<file path="src/design/text_console_engine_macros.svh">
// ----------------------------------------------------------------------------
// text console engine assertion macros
// shared concurrent assertion forms, compiled out with NO_ASSERTIONS
// ----------------------------------------------------------------------------
`ifndef TEXT_CONSOLE_ENGINE_MACROS_SVH
`define TEXT_CONSOLE_ENGINE_MACROS_SVH

`ifndef NO_ASSERTIONS

`define TCE_ASSERT_IMPLY(lbl, clk, rst_n, ante, cons) \
  lbl: assert property (@(posedge clk) disable iff (!rst_n) (ante) |-> (cons)) \
    else $error("text_console_engine: implication check failed");

`define TCE_ASSERT_NEXT(lbl, clk, rst_n, ante, cons) \
  lbl: assert property (@(posedge clk) disable iff (!rst_n) (ante) |=> (cons)) \
    else $error("text_console_engine: next cycle check failed");

`else

`define TCE_ASSERT_IMPLY(lbl, clk, rst_n, ante, cons)

`define TCE_ASSERT_NEXT(lbl, clk, rst_n, ante, cons)

`endif

`endif

</file>
<file path="src/design/tce_pkg.sv">
// ----------------------------------------------------------------------------
// tce_pkg
// shared constants, request and control codes, controller interface structs
// ----------------------------------------------------------------------------
package tce_pkg;

  localparam int COLUMNS_DEF = 80;
  localparam int ROWS_DEF    = 25;
  localparam int TBL_W       = 7;

  localparam logic [2:0] REQ_PRINT  = 3'd0;
  localparam logic [2:0] REQ_KEY    = 3'd1;
  localparam logic [2:0] REQ_SETCUR = 3'd2;
  localparam logic [2:0] REQ_SCROLL = 3'd3;
  localparam logic [2:0] REQ_READ   = 3'd4;

  localparam logic [7:0] CH_BS    = 8'd8;
  localparam logic [7:0] CH_TAB   = 8'd9;
  localparam logic [7:0] CH_LF    = 8'd10;
  localparam logic [7:0] CH_FF    = 8'd12;
  localparam logic [7:0] CH_CR    = 8'd13;
  localparam logic [7:0] CH_BLANK = 8'd32;
  localparam logic [7:0] CH_FIRST = 8'd32;
  localparam logic [7:0] CH_LAST  = 8'd126;

  localparam logic [1:0] CFG_FG = 2'd0;
  localparam logic [1:0] CFG_BG = 2'd1;

  localparam logic [3:0] FG_RESET = 4'd15;
  localparam logic [3:0] BG_RESET = 4'd0;

  typedef struct packed {
    logic load_in;
    logic exec;
    logic addr;
    logic mem;
    logic clr_init;
    logic sweep_init;
    logic sweep_step;
    logic out_load;
  } tce_cmd_t;

  typedef struct packed {
    logic need_sweep;
    logic sweep_last;
    logic out_free;
  } tce_stat_t;

endpackage

</file>
<file path="src/design/tce_ctrl.sv">
// ----------------------------------------------------------------------------
// tce_ctrl
// request sequencer: decode, address, memory access, screen sweep, result
// ----------------------------------------------------------------------------
module tce_ctrl import tce_pkg::*; (
  input  logic      clk,
  input  logic      rst_n,
  input  logic      in_valid,
  output logic      in_stall,
  input  tce_stat_t st,
  output tce_cmd_t  cmd
);

  typedef enum logic [3:0] {
    S_INIT, S_IDLE, S_EXEC, S_ADDR, S_MEM, S_SWINIT, S_SWEEP, S_DRAIN, S_DONE
  } state_t;

  state_t state_r, state_nxt;
  logic   boot_r, boot_nxt;

  assign in_stall = (state_r != S_IDLE);

  always_comb begin
    cmd       = '0;
    state_nxt = state_r;
    boot_nxt  = boot_r;
    unique case (state_r)
      S_INIT: begin
        cmd.clr_init = 1'b1;
        boot_nxt     = 1'b1;
        state_nxt    = S_SWEEP;
      end
      S_IDLE: begin
        if (in_valid) begin
          cmd.load_in = 1'b1;
          state_nxt   = S_EXEC;
        end
      end
      S_EXEC: begin
        cmd.exec  = 1'b1;
        state_nxt = S_ADDR;
      end
      S_ADDR: begin
        cmd.addr  = 1'b1;
        state_nxt = S_MEM;
      end
      S_MEM: begin
        cmd.mem   = 1'b1;
        state_nxt = st.need_sweep ? S_SWINIT : S_DONE;
      end
      S_SWINIT: begin
        cmd.sweep_init = 1'b1;
        state_nxt      = S_SWEEP;
      end
      S_SWEEP: begin
        cmd.sweep_step = 1'b1;
        if (st.sweep_last) state_nxt = S_DRAIN;
      end
      S_DRAIN: begin
        boot_nxt  = 1'b0;
        state_nxt = boot_r ? S_IDLE : S_DONE;
      end
      S_DONE: begin
        if (st.out_free) begin
          cmd.out_load = 1'b1;
          state_nxt    = S_IDLE;
        end
      end
      default: state_nxt = S_INIT;
    endcase
  end

  always_ff @(posedge clk) begin
    if (!rst_n) begin
      state_r <= S_INIT;
      boot_r  <= 1'b0;
    end else begin
      state_r <= state_nxt;
      boot_r  <= boot_nxt;
    end
  end

endmodule

</file>
<file path="config.mk">
export PLATFORM = sky130hd
export DESIGN_NAME = tce_ctrl
export DESIGN_NICKNAME = d
export VERILOG_FILES = /design/src/design/text_console_engine_macros.svh /design/src/design/tce_pkg.sv /design/src/design/tce_ctrl.sv
export SDC_FILE = /design/constraint.sdc
export NUM_CORES = 1
export LEC_CHECK = 0
export BUFFER_PORTS_ARGS = -buffer_cell sky130_fd_sc_hd__clkbuf_2
export CAP_MARGIN = 30
export CORE_AREA = 4 4 41 43
export CTS_CLUSTER_DIAMETER = 200
export DETAILED_ROUTE_END_ITERATION = 12
export DIE_AREA = 0 0 45 47
export PLACE_DENSITY = 0.5
export SYNTH_ARGS = -nofsm -noshare
export SYNTH_HDL_FRONTEND = slang
export SYNTH_SLANG_ARGS = --single-unit
</file>
<file path="constraint.sdc">
create_clock -name clk -period 2.4 [get_ports clk]
set_clock_uncertainty 0.2 [all_clocks]
set_input_delay 0.12 -clock clk [delete_from_list [all_inputs] [get_ports clk]]
set_output_delay 0.12 -clock clk [all_outputs]
set_load 0.1 [all_outputs]
</file>
==> results.toml, run 1 <==
[run_status]
outcome = "finished, final reports clean"

[logic_synthesis]
synth_commonest_cells = "nor3_1 (7), dfxtp_1 (5), inv_1 (4), nand2_1 (4)"
avgSynthCellArea_um2 = 7.17
synth_edf_count = 0
yosysMostFrequentCell = "nor3_1"
seq_area_frac_synth_pct = 24.9
netlist_area_um2 = 402
ys.flop_type = "dfxtp_1"
ys_ff_latch = 5
yosys.area.top_type = "dfxtp_1"
ys_warn_count = 0
synthTopCellsByArea = "dfxtp_1 (25%), nor3_1 (8.7%), nor3b_1 (5.6%), a32o_1 (5.0%), nand2b_1 (4.7%)"
synth_nets = 62
syn_inst = 56
synthArstFlopShare_pct = 0
synth_top_cell_area_share_pct = 24.9
ys_types = 27

[cells_and_area]
layout.nets = 81
multi_input_area_um2 = 293
drive_gt1_share_pct = 29.7
syn_to_final_growth_pct = 40.8
seqCellArea_um2 = 100
antenna_cells = 0
fill_cells = 131

[timing]
rsz0062_at_grt = "false"
hold_viol_final = 0
relSlewSlack_pct = 61.8
fmaxAchievable_mhz = 460
worst-slew-pin-transition_ps = 572
period_needed_ps = 2170
layout_worst_path_cycle_share_pct = 90.5
worst_slack_ps = 228
setup_viol = 0
drv_slew = 0

[placement]
portBuffers = 14
place.gp.congestion = 0.688
dp_hpwl_um = 709
dp_slack_ps = 461

[cts]
cts_made_buffers = 3
cts-root-buf = "clkbuf_4"
h-tree-depth = 1
clockBufferDepth = 2
clock_latency_ps = 240
cts_tree = "yes"
cts_resized = 0
clk_pin_slew_ps = 40
clkSinkCount = 5
cts_setup_buffers = 0

[drt]
ant_nets = 0
dr.pass1.iters = 3
postRouteWirelength_mm = 1.01
route.vias.total = 448
drc_errors = 0
drtIter0Drc = 7
viasPerCell = 5.03
post_drt_wl_per_cell_um = 11.4

[grt]
grt_overflow_total = 0
grt.total_usage_pct = 11.1
grt_pass1_vias = 385
grt_pass1_wl_mm = 1.66
grt_max_degree = 17
antenna_found_initial = 0

[job]
cap_violations = 0

[die]
core_area_mm2 = 0.00130
die-area_mm2 = 0.00212
start_util_pct = 30.9
fp-row-count = 13
die_x_um = 45
die_h_um = 47
io_pins = 15

[min_path]
holdPathStages = 3
worstHoldPathType = "primary input to flip-flop"

[critical_path]
critical_path_class = "flip-flop to primary output"
critical_path_required_ps = 2080
crit_path_end_kind = "primary output"
start_kind = "flip-flop"
ff2ff_path_depth = 5
r2r_slack_ps = 390
cp_max_fo = 16
cp.arrival_ps = 1850
==> worst max-delay path: stages (launching register included) <==
cell and delay (ps):
dfxtp_1 680, nand2b_1 220, nor3_1 270, and2_1 170, buf_4 280
==> through the flow <==
stage	utilization, %	setup TNS [ps]	instances	cell area, µm²	hold slack [ps]
global route	43.5	0	89	566	95.2
floorplan	-	-361	56	429	41.7
global placement	38.4	0	81	499	225
finish	43.5	0	89	566	67.6
CTS	43.5	0	89	566	56.0
detailed placement	38.4	0	81	499	225
==> path summary, 6_finish.rpt <==
path,from,to
worst max register to register,state_r[0],state_r[3]
worst min-delay path,in_valid,state_r[0]
worst max-delay path,state_r[0],cmd[7]
worst min register to register,boot_r,boot_r
==> routing by layer <==
| metal | wire (µm) | track usage (%) | vias up |
|---|---|---|---|
| met2 | 463 | 17.8 | 12 |
| met4 | 15 | 8.77 | 0 |
| met5 | 0 | 0 | - |
| met3 | 71 | 1.53 | 2 |
| met1 | 462 | 13.2 | 195 |
| li1 | - | - | 239 |
==> kinds of logic after synthesis <==
family,share of synthesized area (%)
compound gates,21.5
xor+xnor,2.18
buf+inv,9.03
flops,24.9
simple gates,42.4
==> flip-flops by register name, summed over array words and instances (netlist names) <==
register / count
boot_r: 1
state_r: 4
==> cells in the final DEF (no fill, tap or decap), types with 2 or more instances in the layout <==
master,Yosys,layout
clkbuf_2,0,13
nor3_1,7,5
dfxtp_1,5,5
inv_1,4,4
nand2_1,4,4
dlygate4sd3_1,0,4
nand2b_1,3,3
nor2_1,3,3
o21ai_1,3,3
clkbuf_4,0,3
nor3_2,0,2
and2_1,2,2
nand3b_1,2,2
a32o_1,2,2
nor3b_1,3,2
==> repair_timing <==
item                                    4_1_cts  5_1_grt
endpoints found under the setup margin        0        0
hold buffers                                  4        0
hold endpoints to repair                      3        0
==> area by class of cell <==
class,count,share of cell area (%)
clock buffers,4,4.65
inverters,4,2.65
multi-input cells,43,51.8
flip-flops and latches,5,17.7
well taps,15,3.32
repair buffers,18,19.9
Power of run 1 is not shown: default switching activity piles up to over one toggle a cycle in this logic, so the estimate is an artifact.
==> run 2, diff against run 1 <==
--- a/config.mk
+++ b/config.mk
@@ -12,6 +12,7 @@
 export DETAILED_ROUTE_END_ITERATION = 12
 export DIE_AREA = 0 0 45 47
 export PLACE_DENSITY = 0.5
+export RECOVER_POWER = 50
 export SYNTH_ARGS = -nofsm -noshare
 export SYNTH_HDL_FRONTEND = slang
 export SYNTH_SLANG_ARGS = --single-unit
==> run 2 against run 1 <==
Setup slack better by 40 ps; worst hold slack worse by 3.5 ps; non-clock buffer count stayed put; design area is 2.0% lower; core utilization is 0.87 points lower; final cell count stayed put; critical endpoint unchanged.
==> results.toml, run 2 (synthesis gave the netlist of run 1 again) <==
[cells_and_area]
final_util_pct = 42.6
top_regs = "state_r (4), boot_r (1)"
antenna_cells = 0
layout_commonest_cell = "clkbuf_2"
regMostFlops = "state_r"
layout.nets = 81
drive_gt1_share_pct = 27.0
mostFrequentLayoutCells = "clkbuf_2 (13), nor3_1 (6), dfxtp_1 (5)"
largest_register_ff_count = 4
syn_to_final_growth_pct = 38.0

[timing]
rsz0062_at_grt = "false"
setup_viol = 0
drv_slew = 0
hold_viol_final = 0
fmaxAchievable_mhz = 469
layout_worst_path_cycle_share_pct = 88.8
finalSetupTns_ps = 0
period_needed_ps = 2130
relSlewSlack_pct = 64.0
worst-slew-pin-transition_ps = 542
whs_ps = 64.0
worst_slack_ps = 269

[cts]
cts_tree = "yes"
cts_resized = 0
cts_setup_buffers = 0
cts_made_buffers = 3
clkSinkCount = 5
clock_latency_ps = 240
clockBufferDepth = 2
clk_pin_slew_ps = 40
hold_buffers = 4
h-tree-depth = 1
cts-root-buf = "clkbuf_4"

[critical_path]
crit_path_end_kind = "primary output"
cp.arrival_ps = 1810
path_buf_inv = 1
crit_family = "simple AND/OR/NAND/NOR gates"
crit_path_max_incr_delay_ps = 640
critical_path_required_ps = 2080
ff2ff_path_depth = 5
cp_max_fo = 16
critical_path_class = "flip-flop to primary output"
r2r_slack_ps = 420
rr_startpoint = "state_r[0]"
worstPathCellList = "nand2b_1 -> nor3_1 -> and2_1 -> buf_4"
r2r_end = "state_r[3]"
cp_slowest_cell = "dfxtp_1"
start_kind = "flip-flop"

[min_path]
holdPathStages = 3
min_from = "in_valid"
hold_end = "state_r[0]"
worstHoldPathType = "primary input to flip-flop"

[run_status]
outcome = "finished, final reports clean"

[placement]
place.gp.congestion = 0.688
portBuffers = 14
dp_hpwl_um = 709
dp_slack_ps = 461

[drt]
drtIter0Drc = 6
route.vias.total = 451
postRouteWirelength_mm = 1.01
drc_errors = 0
ant_nets = 0
dr.pass1.iters = 4
viasPerCell = 5.07
post_drt_wl_per_cell_um = 11.3

[die]
die_h_um = 47
core_area_mm2 = 0.00130
die-area_mm2 = 0.00212
start_util_pct = 30.9
io_pins = 15
die_x_um = 45
fp-row-count = 13

[grt]
grt_pass1_vias = 385
grt.total_usage_pct = 11.1
antenna_found_initial = 0
grt_overflow_total = 0
grt_pass1_wl_mm = 1.66
grt_max_degree = 17

[job]
cap_violations = 0
run 2: worst max path at each step:
stage               cells after the start        from     end
floorplan                               2  state_r[2]  cmd[6]
global placement                        4  state_r[0]  cmd[7]
finish                                  4  state_r[0]  cmd[7]
global route                            4  state_r[0]  cmd[7]
CTS                                     4  state_r[0]  cmd[7]
detailed placement                      4  state_r[0]  cmd[7]
run 2: area by class of cell:
type	instances	area (µm²)
clock buffers	4	26.3
fillers	130	747
inverters	4	15.0
multi-input cells	43	282
flip-flops and latches	5	100
well taps	15	18.8
repair buffers	18	113
run 2: routing by layer:
metal	part of all wire [%]	global-route usage [%]	wire, µm
met1	46	13.2	467
met2	45	17.8	454
met3	7.0	1.53	71
met4	1.5	8.77	15
met5	0	0	0
run 2: per-stage QoR:
stage	area [µm²]	cells
after floorplan	429	56
after global placement	499	81
after detailed placement	499	81
after CTS	566	89
after global routing	554	89
final	554	89
run 2: tightest hold or removal path, delay by kind of cell:
family / cells / cell delay (ps)
AOI/OAI and AO/OA: 1 / 140
and+or+nand+nor: 1 / 110
buffers and inverters: 1 / 100
Power of run 2 is left out for the same reason.
==> run 3, diff against run 2 <==
--- a/config.mk
+++ b/config.mk
@@ -8,9 +8,11 @@
 export BUFFER_PORTS_ARGS = -buffer_cell sky130_fd_sc_hd__clkbuf_2
 export CAP_MARGIN = 30
 export CORE_AREA = 4 4 41 43
+export CTS_BUF_LIST = sky130_fd_sc_hd__clkbuf_16
 export CTS_CLUSTER_DIAMETER = 200
 export DETAILED_ROUTE_END_ITERATION = 12
 export DIE_AREA = 0 0 45 47
+export HOLD_SLACK_MARGIN = 0.08
 export PLACE_DENSITY = 0.5
 export RECOVER_POWER = 50
 export SYNTH_ARGS = -nofsm -noshare
==> run 3 against run 2 <==
Design area up 13%; clock-buffer cell count down 1; sequential cell count unchanged; highest routed layer unchanged.
==> results.toml, run 3 (synthesis gave the netlist of run 1 again) <==
[drt]
drc_errors = 0
route.vias.total = 459
viasPerCell = 5.04
dr.pass1.iters = 4
postRouteWirelength_mm = 1.00
dr_wl_met3_um = 71
top_layer_used = "met4"
route.met2.wl_um = 434
post_drt_wl_per_cell_um = 11.0
drtIter0Drc = 5
ant_nets = 0
drt-met1-wl_um = 474

[timing]
worst_slack_ps = 248
rsz0062_at_grt = "false"
worst-slew-pin-transition_ps = 542
drv_slew = 0
relSlewSlack_pct = 64.0
layout_worst_path_cycle_share_pct = 89.7
fmaxAchievable_mhz = 465
hold_viol_final = 0
setup_viol = 0
period_needed_ps = 2150

[cells_and_area]
syn_to_final_growth_pct = 56.4
layout.nets = 83
layout_commonest_cell = "clkbuf_2"
seqCellArea_um2 = 101
fill_cells = 123
drive_gt1_share_pct = 27.6
final_util_pct = 48.3
antenna_cells = 0
mostFrequentLayoutCells = "clkbuf_2 (13), dlygate4sd3_1 (6), nor3_1 (5), inv_1 (5)"
multi_input_area_um2 = 282
top_regs = "state_r (4), boot_r (1)"
regMostFlops = "state_r"
largest_register_ff_count = 4

[cts]
clk_pin_slew_ps = 30
clock_latency_ps = 220
cts_made_buffers = 3
clockBufferDepth = 2
cts_tree = "yes"
cts_setup_buffers = 0
cts-root-buf = "clkbuf_16"
h-tree-depth = 1
clkSinkCount = 5

[die]
die-area_mm2 = 0.00212
io_pins = 15
start_util_pct = 30.9
core_area_mm2 = 0.00130
die_x_um = 45
die_h_um = 47
fp-row-count = 13

[critical_path]
cp_max_fo = 15
crit_path_end_kind = "flip-flop"
worstPathCellList = "nand2_1 -> nor3_1 -> o31ai_1 -> a32o_1 -> dlygate4sd3_1"
critical_path_class = "flip-flop to flip-flop"
start_kind = "flip-flop"
critical_path_required_ps = 2310
r2r_slack_ps = 250
cp.arrival_ps = 2060
cp_slowest_cell = "dfxtp_1"
crit_path_max_incr_delay_ps = 620

[grt]
grt_pass1_wl_mm = 1.64
grt_pass1_vias = 393
grt_max_degree = 17
grt.total_usage_pct = 10.7
grt_overflow_total = 0
antenna_found_initial = 0

[job]
cap_violations = 0

[placement]
dp_slack_ps = 461
place.gp.congestion = 0.688
dp_hpwl_um = 709
portBuffers = 14

[min_path]
worstHoldPathType = "primary input to flip-flop"

[run_status]
outcome = "finished, final reports clean"
run 3: worst paths after layout:
kind | from | end | depth (start not counted)
worst min-delay path | st[2] | state_r[2] | 5
worst max register to register | state_r[2] | state_r[1] | 5
worst min register to register | boot_r | boot_r | 3
worst max-delay path | state_r[2] | state_r[1] | 5
run 3: through the flow:
step           hold slack, ps  cell area, µm²  std cells  setup TNS [ps]
3_5_place_dp              225             499         81               0
3_3_place_gp              225             499         81               0
4_1_cts                   217             638         91               0
2_1_floorplan            41.7             429         56            -361
5_1_grt                   270             628         91               0
6_report                  216             628         91               0
run 3: worst max-delay path, delay by kind of cell, from the launching register on:
| family | cells | cell delay (ps) |
|---|---|---|
| flops | 1 | 620 |
| buf+inv | 1 | 550 |
| compound gates | 2 | 330 |
| simple gates | 2 | 330 |
run 3: area by class of cell:
type                       instances  share of cell area (%)
multi-input combinational         43                    44.8
tap                               15                    2.99
sequential                         5                    16.1
timing repair buffer              20                    21.1
clock buffer                       3                    12.0
clock inverter                     1                   0.598
inverter                           4                    2.39
run 3: routing by layer:
metal | vias up | track usage, %
li1 | 242 | -
met1 | 203 | 13.4
met2 | 12 | 16.4
met3 | 2 | 2.68
met4 | 0 | 7.02
met5 | - | 0
run 3: repair_timing:
action                     4_1_cts  5_1_grt
resized for setup                0        1
hold buffers                     6        0
hold endpoints to repair         5        0
setup endpoints to repair        0        1
Power of run 3 is left out for the same reason.
